--- src/design/key_table_with_hit_count_aging_core_assert.svh ---
// Assertion macros for the key table core.
// Expects clk and rst_n in the scope of every use.
`ifndef KEY_TABLE_WITH_HIT_COUNT_AGING_CORE_ASSERT_SVH
`define KEY_TABLE_WITH_HIT_COUNT_AGING_CORE_ASSERT_SVH

// Same-cycle implication.
`define KTHCA_ASSERT_NOW(lbl, ante, cons, msg) \
    lbl: assert property (@(posedge clk) disable iff (!rst_n) (ante) |-> (cons)) \
        else $error(msg);

// Next-cycle implication.
`define KTHCA_ASSERT_NEXT(lbl, ante, cons, msg) \
    lbl: assert property (@(posedge clk) disable iff (!rst_n) (ante) |=> (cons)) \
        else $error(msg);

`endif

--- src/design/kthca_pkg.sv ---
// Types and constants of the key table core.
// No dependencies.
package kthca_pkg;

    localparam int KEY_W      = 22;
    localparam int STAMP_W    = 32;
    localparam int HITS_W     = 8;
    localparam int FIELD_W    = 5;
    localparam int CFG_IDX_W  = 4;
    localparam int CFG_DATA_W = 32;

    localparam logic [HITS_W-1:0]    HITS_MAX         = 8'hFF;
    localparam logic [STAMP_W-1:0]   AGE_LIMIT_RESET  = 32'd300;
    localparam logic [HITS_W-1:0]    KEEP_COUNT_RESET = 8'd5;

    localparam logic [CFG_IDX_W-1:0] CFG_AGE_LIMIT  = 4'd0;
    localparam logic [CFG_IDX_W-1:0] CFG_KEEP_COUNT = 4'd1;

    typedef enum logic [1:0] {
        CMD_TICK   = 2'd0,
        CMD_ADD    = 2'd1,
        CMD_EXPIRE = 2'd2,
        CMD_PURGE  = 2'd3
    } cmd_code_t;

    typedef struct packed {
        cmd_code_t          command;
        logic [KEY_W-1:0]   key;
    } cmd_t;

    typedef struct packed {
        logic               hit;
        logic [HITS_W-1:0]  hit_count;
        logic               dropped;
        logic [FIELD_W-1:0] removed;
        logic [FIELD_W-1:0] occupancy;
    } result_t;

endpackage

--- src/design/key_table_with_hit_count_aging_core.sv ---
// Keyed table with hit counts and idle-timeout aging.
// Depends on kthca_pkg and key_table_with_hit_count_aging_core_assert.svh.
//
// One command at a time: tick and purge go from idle straight to the done
// state, which loads the output register; add and expire walk the table one
// entry per cycle through the single read port of the entry memory and one
// shared key/age compare (an add that hits returns early). A finished result
// waits in the output register while the next command is taken.
module key_table_with_hit_count_aging_core #(
    parameter int ENTRIES = 16
) (
    input  logic                                   clk,
    input  logic                                   rst_n,
    input  logic                                   in_valid,
    output logic                                   in_stall,
    input  kthca_pkg::cmd_t                        in_data,
    output logic                                   out_valid,
    input  logic                                   out_stall,
    output kthca_pkg::result_t                     out_data,
    input  logic                                   cfg_valid,
    output logic                                   cfg_ready,
    input  logic [kthca_pkg::CFG_IDX_W-1:0]        cfg_index,
    input  logic [kthca_pkg::CFG_DATA_W-1:0]       cfg_data
);
    import kthca_pkg::*;

    localparam int IW = (ENTRIES > 1) ? $clog2(ENTRIES) : 1;
    localparam int CW = $clog2(ENTRIES + 1);

    typedef enum logic [3:0] {
        ST_IDLE  = 4'b0001,
        ST_SCAN  = 4'b0010,
        ST_WRITE = 4'b0100,
        ST_DONE  = 4'b1000
    } state_t;

    state_t              state_reg, state_next;
    cmd_code_t           cmd_reg, cmd_next;
    logic [KEY_W-1:0]    key_reg, key_next;
    logic [STAMP_W-1:0]  now_reg, now_next;
    logic [STAMP_W-1:0]  age_limit_reg;
    logic [HITS_W-1:0]   keep_count_reg;
    logic [ENTRIES-1:0]  valid_reg, valid_next;
    logic [CW-1:0]       occ_reg, occ_next;
    logic [CW-1:0]       idx_reg, idx_next;
    logic                chk_reg, chk_next;
    logic [IW-1:0]       cur_reg, cur_next;
    logic                free_found_reg, free_found_next;
    logic [IW-1:0]       free_idx_reg, free_idx_next;
    logic [IW-1:0]       slot_reg, slot_next;
    logic                res_hit_reg, res_hit_next;
    logic [HITS_W-1:0]   res_hits_reg, res_hits_next;
    logic                res_drop_reg, res_drop_next;
    logic [CW-1:0]       res_removed_reg, res_removed_next;
    logic                out_valid_reg, out_valid_next;
    result_t             out_data_reg;
    logic                out_load;
    logic                mem_we;

    logic [KEY_W-1:0]    entry_key   [ENTRIES];
    logic [STAMP_W-1:0]  entry_stamp [ENTRIES];
    logic [HITS_W-1:0]   entry_hits  [ENTRIES];
    logic [KEY_W-1:0]    rd_key_reg;
    logic [STAMP_W-1:0]  rd_stamp_reg;
    logic [HITS_W-1:0]   rd_hits_reg;

    logic                cur_valid;
    logic                cur_last;
    logic [STAMP_W-1:0]  cur_age;
    logic [HITS_W-1:0]   hits_inc;

    assign in_stall  = (state_reg != ST_IDLE);
    assign cfg_ready = 1'b1;
    assign out_valid = out_valid_reg;
    assign out_data  = out_data_reg;

    assign cur_valid = valid_reg[cur_reg];
    assign cur_last  = (cur_reg == IW'(ENTRIES - 1));
    assign cur_age   = now_reg - rd_stamp_reg;
    assign hits_inc  = (rd_hits_reg == HITS_MAX) ? rd_hits_reg : rd_hits_reg + 1'b1;

    always_ff @(posedge clk)
    begin
        if (mem_we)
        begin
            entry_key[slot_reg]   <= key_reg;
            entry_stamp[slot_reg] <= now_reg;
            entry_hits[slot_reg]  <= res_hits_reg;
        end
        rd_key_reg   <= entry_key[idx_reg[IW-1:0]];
        rd_stamp_reg <= entry_stamp[idx_reg[IW-1:0]];
        rd_hits_reg  <= entry_hits[idx_reg[IW-1:0]];
    end

    always_ff @(posedge clk or negedge rst_n)
    begin
        if (!rst_n)
        begin
            age_limit_reg  <= AGE_LIMIT_RESET;
            keep_count_reg <= KEEP_COUNT_RESET;
        end
        else if (cfg_valid && cfg_ready)
        begin
            unique case (cfg_index)
                CFG_AGE_LIMIT:  age_limit_reg  <= cfg_data[STAMP_W-1:0];
                CFG_KEEP_COUNT: keep_count_reg <= cfg_data[HITS_W-1:0];
                default:        ;
            endcase
        end
    end

    always_comb
    begin
        state_next       = state_reg;
        cmd_next         = cmd_reg;
        key_next         = key_reg;
        now_next         = now_reg;
        valid_next       = valid_reg;
        occ_next         = occ_reg;
        idx_next         = idx_reg;
        chk_next         = chk_reg;
        cur_next         = cur_reg;
        free_found_next  = free_found_reg;
        free_idx_next    = free_idx_reg;
        slot_next        = slot_reg;
        res_hit_next     = res_hit_reg;
        res_hits_next    = res_hits_reg;
        res_drop_next    = res_drop_reg;
        res_removed_next = res_removed_reg;
        out_load         = 1'b0;
        mem_we           = 1'b0;

        unique case (state_reg)
            ST_IDLE:
            begin
                if (in_valid)
                begin
                    cmd_next         = in_data.command;
                    key_next         = in_data.key;
                    res_hit_next     = 1'b0;
                    res_hits_next    = '0;
                    res_drop_next    = 1'b0;
                    res_removed_next = '0;
                    case (in_data.command)
                        CMD_TICK:
                        begin
                            now_next   = now_reg + 1'b1;
                            state_next = ST_DONE;
                        end
                        CMD_PURGE:
                        begin
                            res_removed_next = occ_reg;
                            valid_next       = '0;
                            occ_next         = '0;
                            state_next       = ST_DONE;
                        end
                        default:
                        begin
                            idx_next        = '0;
                            chk_next        = 1'b0;
                            free_found_next = 1'b0;
                            state_next      = ST_SCAN;
                        end
                    endcase
                end
            end
            ST_SCAN:
            begin
                // issue the next read
                if (idx_reg < CW'(ENTRIES))
                begin
                    cur_next = idx_reg[IW-1:0];
                    chk_next = 1'b1;
                    idx_next = idx_reg + 1'b1;
                end
                else
                begin
                    chk_next = 1'b0;
                end
                // check the entry read last cycle
                if (chk_reg)
                begin
                    if (cmd_reg == CMD_ADD)
                    begin
                        if (cur_valid && (rd_key_reg == key_reg))
                        begin
                            slot_next     = cur_reg;
                            res_hit_next  = 1'b1;
                            res_hits_next = hits_inc;
                            state_next    = ST_WRITE;
                        end
                        else
                        begin
                            if (!cur_valid && !free_found_reg)
                            begin
                                free_found_next = 1'b1;
                                free_idx_next   = cur_reg;
                            end
                            if (cur_last)
                            begin
                                if (free_found_reg)
                                begin
                                    slot_next  = free_idx_reg;
                                    state_next = ST_WRITE;
                                end
                                else if (!cur_valid)
                                begin
                                    slot_next  = cur_reg;
                                    state_next = ST_WRITE;
                                end
                                else
                                begin
                                    res_drop_next = 1'b1;
                                    state_next    = ST_DONE;
                                end
                            end
                        end
                    end
                    else
                    begin
                        if (cur_valid && (cur_age > age_limit_reg)
                            && (rd_hits_reg < keep_count_reg))
                        begin
                            valid_next[cur_reg] = 1'b0;
                            occ_next            = occ_reg - 1'b1;
                            res_removed_next    = res_removed_reg + 1'b1;
                        end
                        if (cur_last)
                        begin
                            state_next = ST_DONE;
                        end
                    end
                end
            end
            ST_WRITE:
            begin
                mem_we              = 1'b1;
                valid_next[slot_reg] = 1'b1;
                if (!res_hit_reg)
                begin
                    occ_next = occ_reg + 1'b1;
                end
                state_next = ST_DONE;
            end
            ST_DONE:
            begin
                if (!out_valid_reg || !out_stall)
                begin
                    out_load   = 1'b1;
                    state_next = ST_IDLE;
                end
            end
            default:
            begin
                state_next = ST_IDLE;
            end
        endcase
    end

    always_comb
    begin
        out_valid_next = out_valid_reg;
        if (out_load)
        begin
            out_valid_next = 1'b1;
        end
        else if (out_valid_reg && !out_stall)
        begin
            out_valid_next = 1'b0;
        end
    end

    always_ff @(posedge clk or negedge rst_n)
    begin
        if (!rst_n)
        begin
            state_reg     <= ST_IDLE;
            now_reg       <= '0;
            valid_reg     <= '0;
            occ_reg       <= '0;
            idx_reg       <= '0;
            chk_reg       <= 1'b0;
            out_valid_reg <= 1'b0;
        end
        else
        begin
            state_reg     <= state_next;
            now_reg       <= now_next;
            valid_reg     <= valid_next;
            occ_reg       <= occ_next;
            idx_reg       <= idx_next;
            chk_reg       <= chk_next;
            out_valid_reg <= out_valid_next;
        end
    end

    always_ff @(posedge clk)
    begin
        cmd_reg         <= cmd_next;
        key_reg         <= key_next;
        cur_reg         <= cur_next;
        free_found_reg  <= free_found_next;
        free_idx_reg    <= free_idx_next;
        slot_reg        <= slot_next;
        res_hit_reg     <= res_hit_next;
        res_hits_reg    <= res_hits_next;
        res_drop_reg    <= res_drop_next;
        res_removed_reg <= res_removed_next;
        if (out_load)
        begin
            out_data_reg.hit       <= res_hit_reg;
            out_data_reg.hit_count <= res_hits_reg;
            out_data_reg.dropped   <= res_drop_reg;
            out_data_reg.removed   <= FIELD_W'(res_removed_reg);
            out_data_reg.occupancy <= FIELD_W'(occ_reg);
        end
    end

    `include "key_table_with_hit_count_aging_core_assert.svh"

    `KTHCA_ASSERT_NEXT(a_busy_after_accept, in_valid && !in_stall, state_reg != ST_IDLE, "command accepted but sequencer stayed idle")
    `KTHCA_ASSERT_NOW(a_occ_matches_valid, 1'b1, occ_reg == CW'($countones(valid_reg)), "occupancy count out of step with valid bits")
    `KTHCA_ASSERT_NOW(a_occ_bound, 1'b1, occ_reg <= CW'(ENTRIES), "occupancy exceeds table size")
    `KTHCA_ASSERT_NOW(a_out_from_done, $rose(out_valid_reg), $past(state_reg == ST_DONE), "result presented without finishing a command")

endmodule

--- config.mk ---
export PLATFORM = sky130hd
export DESIGN_NAME = key_table_with_hit_count_aging_core
export DESIGN_NICKNAME = d
export VERILOG_FILES = /design/src/design/kthca_pkg.sv /design/src/design/key_table_with_hit_count_aging_core.sv
export VERILOG_INCLUDE_DIRS = /design/src /design/src/design
export SDC_FILE = /design/constraint.sdc
export NUM_CORES = 1
export LEC_CHECK = 0
export BUFFER_PORTS_ARGS = -buffer_cell sky130_fd_sc_hd__buf_2
export CORE_UTILIZATION = 31
export DETAILED_ROUTE_END_ITERATION = 10
export SYNTH_ARGS = -nofsm -noshare
export SYNTH_HDL_FRONTEND = slang
export SYNTH_SLANG_ARGS = --single-unit
--- constraint.sdc ---
create_clock -name clk -period 10.5 [get_ports clk]
set_input_delay 2.1 -clock clk [delete_from_list [all_inputs] [get_ports clk]]
set_output_delay 2.1 -clock clk [all_outputs]
set_load 0.01 [all_outputs]
-- Word level (Yosys, flattened, before mapping)
Memories as Yosys holds them, arrays and structs flattened. A register that Yosys moved wholly into a read port is not among the register bits.
Cells that the tools add are included.
W data, S select, Z words.
- output and inout bits: 23
- memories kept: 3
- bits of input ports: 65
- register bits after elaboration: 176
- bits in writable memories: 992
- memories (name ; words ; width ; rd ports ; clocked after Yosys merged registers in ; write ports ; RTL line ; text):
    entry_stamp ; 16 ; 32 ; 1 ; 1 ; 1 ; key_table_with_hit_count_aging_core.sv:61 ; logic [STAMP_W-1:0] entry_stamp [ENTRIES];
    entry_key ; 16 ; 22 ; 1 ; 1 ; 1 ; key_table_with_hit_count_aging_core.sv:60 ; logic [KEY_W-1:0] entry_key [ENTRIES];
    entry_hits ; 16 ; 8 ; 1 ; 1 ; 1 ; key_table_with_hit_count_aging_core.sv:62 ; logic [HITS_W-1:0] entry_hits [ENTRIES];
- reduce and logical (&&, ||, !) cells: 35
- bitwise operators: 4
- mux-type cells: 78
- add/subtract/negate cells: 7
- eq/ne operators: 30
- $lt $le $gt $ge: 7
- operators with widths (kind ; number):
    $mux W16 ; 5
    $mux W5 ; 14
    $mux W4 ; 14
    $pmux W16 S3 ; 1
    $mux W8 ; 5
    $add A32 B1 Y32 const B ; 1
    $gt A32 B32 Y1 ; 1
    $sub A32 B32 Y32 ; 1
    $ne A2 B2 Y1 const B ; 15
    $mux W1 ; 27
    $reduce_and A5 Y1 ; 5
    $eq A22 B22 Y1 ; 1
    $pmux W5 S2 ; 2
    $and A16 B16 Y16 ; 1
    $not A16 Y16 ; 1
    $or A16 B16 Y16 ; 1
    $pmux W4 S4 ; 1
    $pmux W8 S2 ; 1
    $add A5 B1 Y5 const B ; 3
    $pmux W5 S3 ; 1
    $reduce_and A7 Y1 ; 2
    $lt A4 B5 Y1 const B ; 2
    $add A8 B1 Y8 const B ; 1
    $demux W1 S4 ; 2
    other kinds (31) ; 53

-- Logic depth before layout (Yosys ltp)
Gate-level depths: netlist of the first run.
- word-level depth: 10
- depth in mapped cells: 22

-- Worst setup path before layout of the first run
Ideal clock, no wire load.
- path type: register to register
- start point: reg state_reg[1]
- end point: mem entry_hits[0][0] (enable)
- arrival time: 5.428 ns
- setup slack: 4.511 ns
- stages on the path, launching flop included: 5
- buffers on the path: 0
- clock period less this slack: 5.989 ns
- data required time: 9.939 ns
- cells stage by stage: dfrtp_1 nor2_1 nand3b_1 or3_1 nor3_1
- cells in the longest elaborated chain, start to end: 4
- ends and longest elaborated chain (item ; RTL line ; text):
    start, declared ; key_table_with_hit_count_aging_core.sv:37 ; state_t state_reg, state_next;
    start signal, assigned ; key_table_with_hit_count_aging_core.sv:287 ; state_reg <= state_next;
    $eq A4 B3 Y1 ; key_table_with_hit_count_aging_core.sv:133 ; unique case (state_reg)
    $mux W1 ; key_table_with_hit_count_aging_core.sv:133 ;
    $mux W1 ; key_table_with_hit_count_aging_core.sv:84 ; if (mem_we)
    $mux W1 (not written as such) ; key_table_with_hit_count_aging_core.sv:88 ; entry_hits[slot_reg] <= res_hits_reg;
    end, declared ; key_table_with_hit_count_aging_core.sv:62 ;
Every way passes these cells.

-- Final worst setup path of the first run
- start point: reg now_reg[0]
- end point: reg occ_reg[3]
- cells in the longest elaborated chain, start to end: 6
- ends and longest elaborated chain (item ; RTL line ; text):
    start, declared ; key_table_with_hit_count_aging_core.sv:40 ; logic [STAMP_W-1:0] now_reg, now_next;
    start signal, assigned ; key_table_with_hit_count_aging_core.sv:288 ; now_reg <= now_next;
    $sub A32 B32 Y32 ; key_table_with_hit_count_aging_core.sv:79 ; assign cur_age = now_reg - rd_stamp_reg;
    $gt A32 B32 Y1 ; key_table_with_hit_count_aging_core.sv:221 ; if (cur_valid && (cur_age > age_limit_reg)
    $logic_and A1 B1 Y1 ; key_table_with_hit_count_aging_core.sv:221 ;
    $logic_and A1 B1 Y1 ; key_table_with_hit_count_aging_core.sv:222 ; && (rd_hits_reg < keep_count_reg))
    $ne A2 B2 Y1 (no source line) ; -- ;
    $reduce_and A7 Y1 (no source line) ; -- ;
    end signal, assigned ; key_table_with_hit_count_aging_core.sv:290 ; occ_reg <= occ_next;
    end, declared ; key_table_with_hit_count_aging_core.sv:44 ; logic [CW-1:0] occ_reg, occ_next;
Every way passes these cells.
A chain may end at the register's enable or synchronous reset.

==> results of run 1 <==
kinds of logic after synthesis:
family                   synth area share [%]
AND/OR/NAND/NOR                          2.87
buffers and inverters                    1.45
adder cells (fa/ha/maj)                  2.12
multiplexers                             15.1
flip-flops                               73.7
AO/OA/AOI/OAI                            3.11
XOR/XNOR                                 1.64
other                                 0.00772
cell type report:
class | count | area [um2]
Clock buffer | 170 | 3390
Clock inverter | 59 | 598
Tap cell | 2044 | 2560
Sequential cell | 1230 | 35800
Multi-Input combinational cell | 1019 | 12200
Inverter | 85 | 319
Fill cell | 14200 | 99100
Antenna cell | 1 | 2.50
Timing Repair Buffer | 131 | 783
metrics by stage:
stage	std cells	setup slack, ps	hold slack [ps]
after floorplan	2430	4510	400
after global placement	4509	4210	410
after detailed placement	4509	4270	417
after CTS	4738	4250	436
after global routing	4738	3930	441
final	4739	4390	431
power by group:
group | internal, mW | switching, mW
Clock | 2.46 | 1.87
Sequential | 5.75 | 0.404
Combinational | 1.21 | 1.22
Total | 9.42 | 3.49
synthesized netlist by cell type (all sizes together), types with 8 or more instances:
library cell  count  share of area [%]
clkbuf           69               0.53
a21oi            61               0.65
o21ai            70               0.72
nand3            27               0.28
dfrtp            97                5.0
a31oi            10               0.13
inv              84               0.65
edfxtp         1064                 66
nand2            79               0.61
dfxtp            62                2.6
ha               79                2.0
and3             16               0.21
a21o             24               0.39
o22a             16               0.29
nor2b            14               0.18
xor2             23               0.41
o21a              8               0.12
nand2b            9               0.12
nor2             67               0.53
mux4            315                 15
nor3             15               0.16
mux2             18               0.44
nand4            22               0.28
xnor2            68                1.2
buf              27               0.26
metal layers:
layer | vias up | routed length, um | track usage (%)
li1 | 10200 | - | -
met1 | 12500 | 48600 | 18.7
met2 | 547 | 53400 | 22.7
met3 | 156 | 5110 | 2.45
met4 | 2 | 2460 | 3.85
met5 | - | 12 | 0
worst paths after layout:
kind / from / end / depth (start not counted)
max in group asynchronous: rst_n / age_limit_reg[6]$_DFFE_PN0P_ / 2
min: res_drop_reg$_DFFE_PP_ / out_data[10]$_DFFE_PP_ / 0
max reg2reg: now_reg[0]$_DFFE_PN0P_ / occ_reg[3]$_DFFE_PN0P_ / 20
min reg2reg: res_drop_reg$_DFFE_PP_ / out_data[10]$_DFFE_PP_ / 0
max: now_reg[0]$_DFFE_PN0P_ / occ_reg[3]$_DFFE_PN0P_ / 20
min in group asynchronous: rst_n / state_reg[1]$_DFFE_PN0P_ / 1
placed cells by master, fill, tap and decap left out, types with 27 or more instances in the layout:
cell       count
mux4_2       313
dfxtp_1       62
buf_4         45
nand2_1       79
clkbuf_1      33
buf_2         85
ha_1          79
inv_1         83
a21oi_1       59
o21ai_0       64
edfxtp_1    1064
nand3_1       27
clkbuf_16    123
dfrtp_1       93
nor2_1        53
xnor2_1       68
worst max-delay path, cell delays in order, from the launching register on:
cell       delay (ps)
dfrtp_1           590
inv_1             190
ha_1              190
inv_1              60
fa_1              410
a211oi_1          220
nor2_1            120
o31ai_2           350
o311ai_1          270
a2111oi_2         620
o211ai_1          170
o21ai_1           120
xnor2_1            90
ha_1              280
nand4_1           150
nor4_1            710
inv_1             100
o21ai_1           530
a21oi_4           140
a221oi_4          360
mux2_4            330
==> run metrics, run 1 <==
critical path class register to register; die height roughly 400 um; Worst-Skew Late Latency 770 ps; Critical Path Fanout Max 20; CTS sink count 1,230; GR Util All Layers 13.8%; Design Power 12.9 mW; total die area ~160,000 um2; Vias/cell 4.93; Cell Area, Placed about 52,000 um2; synth unique cells 76; Rows 144; relative slew slack 22.2%; HP Class register to register; clk_skew 74.6 ps; Post-synth EDFFs 1,064; Starting Density 31.4%; PostCTS Resize Cnt 0; Syn. warnings 0; Max Fclk 0.164 GHz; Lkg Pwr ~19 nW; Detailed Place HPWL approximately 60 mm; minimum clock period 6110 ps; period utilization 58.2%; max cap viols 0; largest registers entry_stamp x512, entry_key x352, entry_hits x128; initial antenna violation count 3; max reg flops 512; Top reg by flops entry_stamp; fin util about 36%; drt wl/cell 23.1 um; number of CTS-inserted buffers 120; Longest Clk Path Bufs 3; IO Count 88; outcome finished, final reports clean; Fin Setup TNS 0 ps; Mapped Area 48,600 um2; post-route ant nets 0; H-tree depth 3; startpoint types register; pwr dens about 230 nW/um2; first-pass GRT wire length 161 mm; layout cell share with drive strength beyond 1 25.6%; Post-synth ARST share 8.46%; Finished Cell Area about 56,000 um2; drt pass-1 iters 5; synthesized instance count around 2,400; largest net degree at the start of global routing 100; sequential area share after synthesis 73.7%; Area Overhead vs Synth 14.6%; number of global-route vias before repair 24,200; routed vias 23,400; Critical Path AT 6750 ps; Clk Tree Root Cell clkbuf_16; final hold viol count 0; cts hold-fix bufs 0; CTS tree built; Req. time, crit path 11,150 ps; Chip Width 398 um; crit end category register; Tightest Pin Transition 1170 ps; Reg clk slew, reported paths 60 ps; RSZ-0062 raised after global routing no; number of buffers added for setup after CTS 0; DRT Wirelength between 100 and 150 mm; total gr overflow 0; Mean Syn Cell Area between 15 and 20 um2; Max Slew Vio Count 0; DRC errors left 0; number of port buffers 86; 1st-iter DRT viols about 2,200; Top FF cell, synth edfxtp_1; gp weighted congestion approximately 0.8; Post-Syn Nets between 2,000 and 3,000; CORE AREA about 150,000 um2; register bit total from synthesis 1,230; r2r setup slk 4390 ps; VDD IR-drop max 0.155 mV; nets 2,733; Setup violations, final 0
Note: power is estimated with default switching activity, not from simulation.
==> run 2, diff against run 1 <==
Clock period 10.5 ns to 5.4 ns, I/O delays scaled along.
==> run 2 against run 1 <==
  * Critical path depth rose by 2
  * Cell area rose by 0.86%
  * Die area did not move
  * Setup slack got worse by 4000 ps
  * Clock skew fell by 27 ps
  * Sequential share of layout area fell by 0.55 points
  * Via count rose by 0.24%
  * Critical path type unchanged
  * Critical endpoint is now occ_reg[2]$_DFFE_PN0P_
  * Largest cell class unchanged
  * Highest routed layer unchanged
==> run metrics, run 2 (synthesis gave the netlist of run 1 again) <==
Critical Path AT 5590 ps; fraction of power consumed by the clock network 33.2%; IO Count 88; GRT met3 Usage 2.86%; Fin Setup TNS 0 ps; drt pass-1 iters 5; HP Class register to register; Max Fclk 0.201 GHz; fillers 14,100; number of CTS-inserted buffers about 120; Place WS -2.72 ps; Rows 144; RSZ-0062 raised after global routing no; most common cell after layout, fill and taps aside edfxtp_1; H-tree depth 3; Chip Width 398 um; layout cell share with drive strength beyond 1 a little over a quarter; max reg flops 512; Req. time, crit path roughly 6000 ps; Top reg by flops entry_stamp; hold path cells 0; DRT Wirelength between 100 and 150 mm; Critical Path Fanout Max 4; period utilization slightly above 90%; cts hold-fix bufs 0; minimum clock period 4970 ps; switch share 27.2%; outcome finished, final reports clean; Longest Clk Path Bufs 3; CP max stage delay 410 ps; CTS tree built; total die area 158,000 um2; 1st-iter DRT viols 2,078; GR Util All Layers 13.7%; sequential fraction of design power between 40% and 50%; first-pass GRT wire length 161 mm; Psw 6.86 mW; Tightest Pin Transition 1190 ps; Worst-Skew Late Latency 750 ps; number of port buffers 86; r2r worst-path depth 22; largest net degree at the start of global routing 92; Cell Area, Placed 52,100 um2; max cap viols 0; pwr dens 448 nW/um2; die height 398 um; area of the multi-input gates 12,300 um2; routed vias 23,400; final hold viol count 0; Starting Density 31.4%; startpoint types register; Pint approximately 18 mW; clk_skew between 40 and 50 ps; Detailed Place HPWL roughly 60 mm; Setup violations, final 0; initial antenna violation count 5; gr busiest metal met2; Reg clk slew, reported paths ~60 ps; cell count along the critical path 22; relative slew slack 20.4%; largest registers entry_stamp x512, entry_key x352, entry_hits x128; drt wl/cell approximately 23 um; CP delay by family, top compound AO/OA/AOI/OAI gates; worst hold slack 418 ps; CTS sink count 1,230; Area Overhead vs Synth 15.6%; worst-path cell chain inv_1, ha_1, inv_1, fa_1, a211oi_1, nor2_1, o31ai_4, nor2b_1, o21ai_0, a21o_1, a21oi_1, xnor2_1, ha_1, and4_1, nor4b_1, a21boi_0, a2111oi_0, o21ai_1, buf_4, a21oi_4, a221oi_4, mux2_4; total gr overflow 0; Sequential Area 35,800 um2; Lkg Pwr around 19 nW; met2 Usage GRT between 20% and 30%; GR Util met1 19.1%; Finished Cell Area 56,200 um2; critical path class register to register; DRC errors left 0; combinational fraction of design power between 10% and 20%; post-route ant nets 0; VDD IR-drop max 0.318 mV; Vias/cell 4.91; Clk Tree Root Cell clkbuf_16; Design Power 25.2 mW; Final WS setup 428 ps; CORE AREA 155,000 um2; Max Slew Vio Count 0; most frequent cells in the layout edfxtp_1 (1,064), mux4_2 (313), clkbuf_16 (119); crit end category register; worst path bufs/invs 3; gp weighted congestion 0.759; slowest CP cell fa_1; number of global-route vias before repair 24,300; nets 2,762
run 2: final cells by class:
class | count | share of cell area, %
flip-flops and latches | 1230 | 63.8
multi-input cells | 1019 | 21.8
clock buffers | 150 | 5.64
well taps | 2044 | 4.55
repair buffers | 162 | 2.14
clock inverters | 76 | 1.48
inverters | 85 | 0.568
diodes | 3 | 0.0134
run 2: worst paths after layout:
check | from | endpoint | slack (ps)
min in group asynchronous | rst_n | idx_reg[1]$_DFFE_PN0P_ | 460
min | res_drop_reg$_DFFE_PP_ | out_data[10]$_DFFE_PP_ | 420
max reg2reg | now_reg[0]$_DFFE_PN0P_ | occ_reg[2]$_DFFE_PN0P_ | 430
max | now_reg[0]$_DFFE_PN0P_ | occ_reg[2]$_DFFE_PN0P_ | 430
min reg2reg | res_drop_reg$_DFFE_PP_ | out_data[10]$_DFFE_PP_ | 420
max in group asynchronous | rst_n | age_limit_reg[25]$_DFFE_PN0P_ | 3760
run 2: power by group through the flow:
stage                     clock [mW]  sequential (mW)  combinational (mW)
after floorplan                    0             11.7                3.80
after global placement             0             12.1                4.96
after detailed placement           0             12.1                4.97
after CTS                       8.55             11.9                4.99
after global routing            8.92             12.0                5.40
final                           8.36             11.9                4.93
run 2: timing repair:
| item | CTS | global route |
|---|---|---|
| pin swaps | 1 | 1 |
| setup buffers | 0 | 1 |
| endpoints found under the setup margin | 4 | 26 |
| cloned | 0 | 0 |
| resized for setup | 0 | 4 |
run 2: per-stage QoR:
step | utilization [%] | instances
6_report | 36.3 | 4769
2_1_floorplan | - | 2430
5_1_grt | 36.3 | 4767
3_5_place_dp | 33.7 | 4539
4_1_cts | 36.3 | 4765
3_3_place_gp | 33.7 | 4539
run 2: per-layer routing:
| metal | vias to the layer above | routed length [um] |
|---|---|---|
| met4 | 2 | 2000 |
| met1 | 12400 | 48100 |
| met5 | - | 13 |
| li1 | 10200 | - |
| met2 | 634 | 51200 |
| met3 | 148 | 6590 |
==> run 3, diff against run 2 <==
Settings changed: CAP_MARGIN from default to 30, CORE_ASPECT_RATIO from default to 2.
Clock period 5.4 ns to 5.02 ns, I/O delays scaled along.
==> run 3 against run 2 <==
  * Worst hold slack got worse by 75 ps
  * Critical path depth rose by 5
  * Register-to-register slack got worse by 370 ps
  * Non-clock buffer count rose by 29
  * Combinational power rose by 12%
  * Sequential share of layout area up 0.14 points
  * Maximum frequency up 0.24%
  * Sequential power grew 8%
  * Die area hardly changed
  * Critical path type unchanged
  * Largest cell class unchanged
==> run metrics, run 3 (synthesis gave the netlist of run 1 again) <==
max cap viols 0; Lkg Pwr 19.3 nW; final hold viol count 0; placed cells about 4,600; Vias/cell 4.91; GR Util All Layers 14.4%; drt pass-1 iters 7; Psw 7.29 mW; Reg clk slew, reported paths 70 ps; worst path bufs/invs 8; CORE AREA 156,000 um2; Max Fclk 0.202 GHz; IO Count 88; relative slew slack 36.2%; HP Class input port to async pin; Chip Width 282 um; Top reg by flops entry_stamp; switch share 27.4%; max reg flops 512; Reg-to-Reg End occ_reg[4]$_DFFE_PN0P_; fin util 36.0%; Starting Density 31.2%; minimum clock period 4960 ps; Clk Tree Root Cell clkbuf_16; Design Power 26.6 mW; most common cell after layout, fill and taps aside edfxtp_1; Worst-Skew Late Latency roughly 700 ps; r2r worst-path depth 27; Critical Path AT 5530 ps; Max Slew Vio Count 0; Cell Area, Placed 52,500 um2; routed vias 23,500; slowest CP cell dfrtp_1; area of the multi-input gates around 12,000 um2; largest registers entry_stamp x512, entry_key x352, entry_hits x128; sequential fraction of design power 48.1%; Sequential Area 35,800 um2; CTS tree built; fillers 14,300; total die area 158,000 um2; VDD IR-drop max 0.290 mV; fraction of power consumed by the clock network 31.2%; CP max stage delay 390 ps; total gr overflow 0; Critical Path Fanout Max 4; gp weighted congestion roughly 0.8; initial antenna violation count 7; layout cell share with drive strength beyond 1 27.4%; DRC errors left 0; Req. time, crit path 5590 ps; Area Overhead vs Synth 15.3%; most used cell, CP buf_4; Post-Layout Cell Count 4,786; period utilization 98.8%; DRT Wirelength 113 mm; RSZ-0062 raised after global routing yes; Detailed Place HPWL 66.7 mm; 1st-iter DRT viols 1,753; Final WS setup roughly 60 ps; CP delay by family, top compound AO/OA/AOI/OAI gates; r2r setup slk 60 ps; outcome finished, final reports clean; Pint 19.3 mW; Tightest Pin Transition 954 ps; CTS sink count 1,230; Rows 205; startpoint types register; clk_skew 24.3 ps; number of port buffers between 80 and 90; number of CTS-inserted buffers 102; crit end category register; most frequent cells in the layout edfxtp_1 (1,064), mux4_2 (313), clkbuf_16 (102); number of global-route vias before repair roughly 25,000; drt wl/cell 23.6 um; first-pass GRT wire length 168 mm; worst r2r src now_reg[0]$_DFFE_PN0P_; Longest Clk Path Bufs 3; Finished Cell Area 56,000 um2; combinational fraction of design power 20.8%; H-tree depth 3; cts hold-fix bufs 0; Place WS -178 ps; die height 562 um; nets 2,775; post-route ant nets 0; pwr dens 475 nW/um2; Setup violations, final 0; critical path class register to register; largest net degree at the start of global routing 68
==> run 3: cell count changes in the layout (fill, tap and decap cells not counted), moves of 4 or more <==
cell	change
buf_4	+19
buf_12	+6
clkinv_1	-10
clkbuf_16	-17
clkinv_2	-4
clkbuf_1	-5
clkinv_16	-6
==> run 3: worst max-delay path by stage <==
stage	startpoint	end	slack (ps)	cells after the start
after global placement	now_reg[0]$_DFFE_PN0P_	occ_reg[3]$_DFFE_PN0P_	-140	24
after floorplan	now_reg[0]$_DFFE_PN0P_	occ_reg[1]$_DFFE_PN0P_	390	20
after detailed placement	now_reg[0]$_DFFE_PN0P_	occ_reg[4]$_DFFE_PN0P_	-180	26
after CTS	now_reg[0]$_DFFE_PN0P_	occ_reg[1]$_DFFE_PN0P_	1	24
final	now_reg[0]$_DFFE_PN0P_	occ_reg[4]$_DFFE_PN0P_	60	27
after global routing	now_reg[0]$_DFFE_PN0P_	occ_reg[4]$_DFFE_PN0P_	-230	27
==> run 3: worst register-to-register path, cell delays in order, from the launching register on <==
cell,delay [ps]
dfrtp_1,390
inv_2,90
ha_4,140
inv_2,40
fa_2,370
a211oi_2,250
nor2_2,80
o31ai_2,210
buf_4,170
o311ai_4,120
a2111oi_2,380
buf_4,190
o211ai_1,90
o221ai_1,100
xnor2_1,110
ha_1,300
nand4_1,130
buf_4,180
nor4_4,240
buf_4,180
nand3_2,80
buf_6,160
and3_4,150
o211a_4,140
a21oi_4,180
a221oi_4,70
buf_4,170
a21bo_1,160
==> run 3: power groups by stage <==
stage / clock network [mW] / logic [mW] / registers [mW]
global placement: 0 / 5.53 / 13.0
detailed placement: 0 / 5.59 / 13.0
finish: 8.30 / 5.54 / 12.8
CTS: 8.47 / 5.62 / 12.8
global route: 8.81 / 6.07 / 12.9
floorplan: 0 / 4.08 / 12.6
==> run 3: what timing repair did <==
item | in CTS | in global routing
setup endpoints to repair | 26 | 26
gates resized for setup | 3 | 19
pin swaps | 2 | 13
buffers inserted | 0 | 1
==> run 3: cell type report <==
| class | instances | share of cell area [%] |
|---|---|---|
| flip-flops and latches | 1230 | 63.9 |
| inverters | 85 | 0.569 |
| clock inverters | 63 | 1.31 |
| well taps | 2070 | 4.62 |
| diodes | 1 | 0.00447 |
| repair buffers | 191 | 2.76 |
| clock buffers | 127 | 4.83 |
| multi-input cells | 1019 | 22.0 |
==> run 3: stage by stage <==
step	TNS (ps)	hold slack, ps
6_report	0	343
5_1_grt	-4860	364
4_1_cts	0	330
3_5_place_dp	-3690	409
3_3_place_gp	-3220	413
2_1_floorplan	0	400
==> run 3: per-layer routing <==
metal / up-vias / wire (um) / track usage [%]
met5: - / 35 / 0
met4: 6 / 2490 / 4.04
met3: 139 / 4440 / 1.54
met2: 478 / 62900 / 27.4
met1: 12600 / 43000 / 16.9
li1: 10200 / - / -
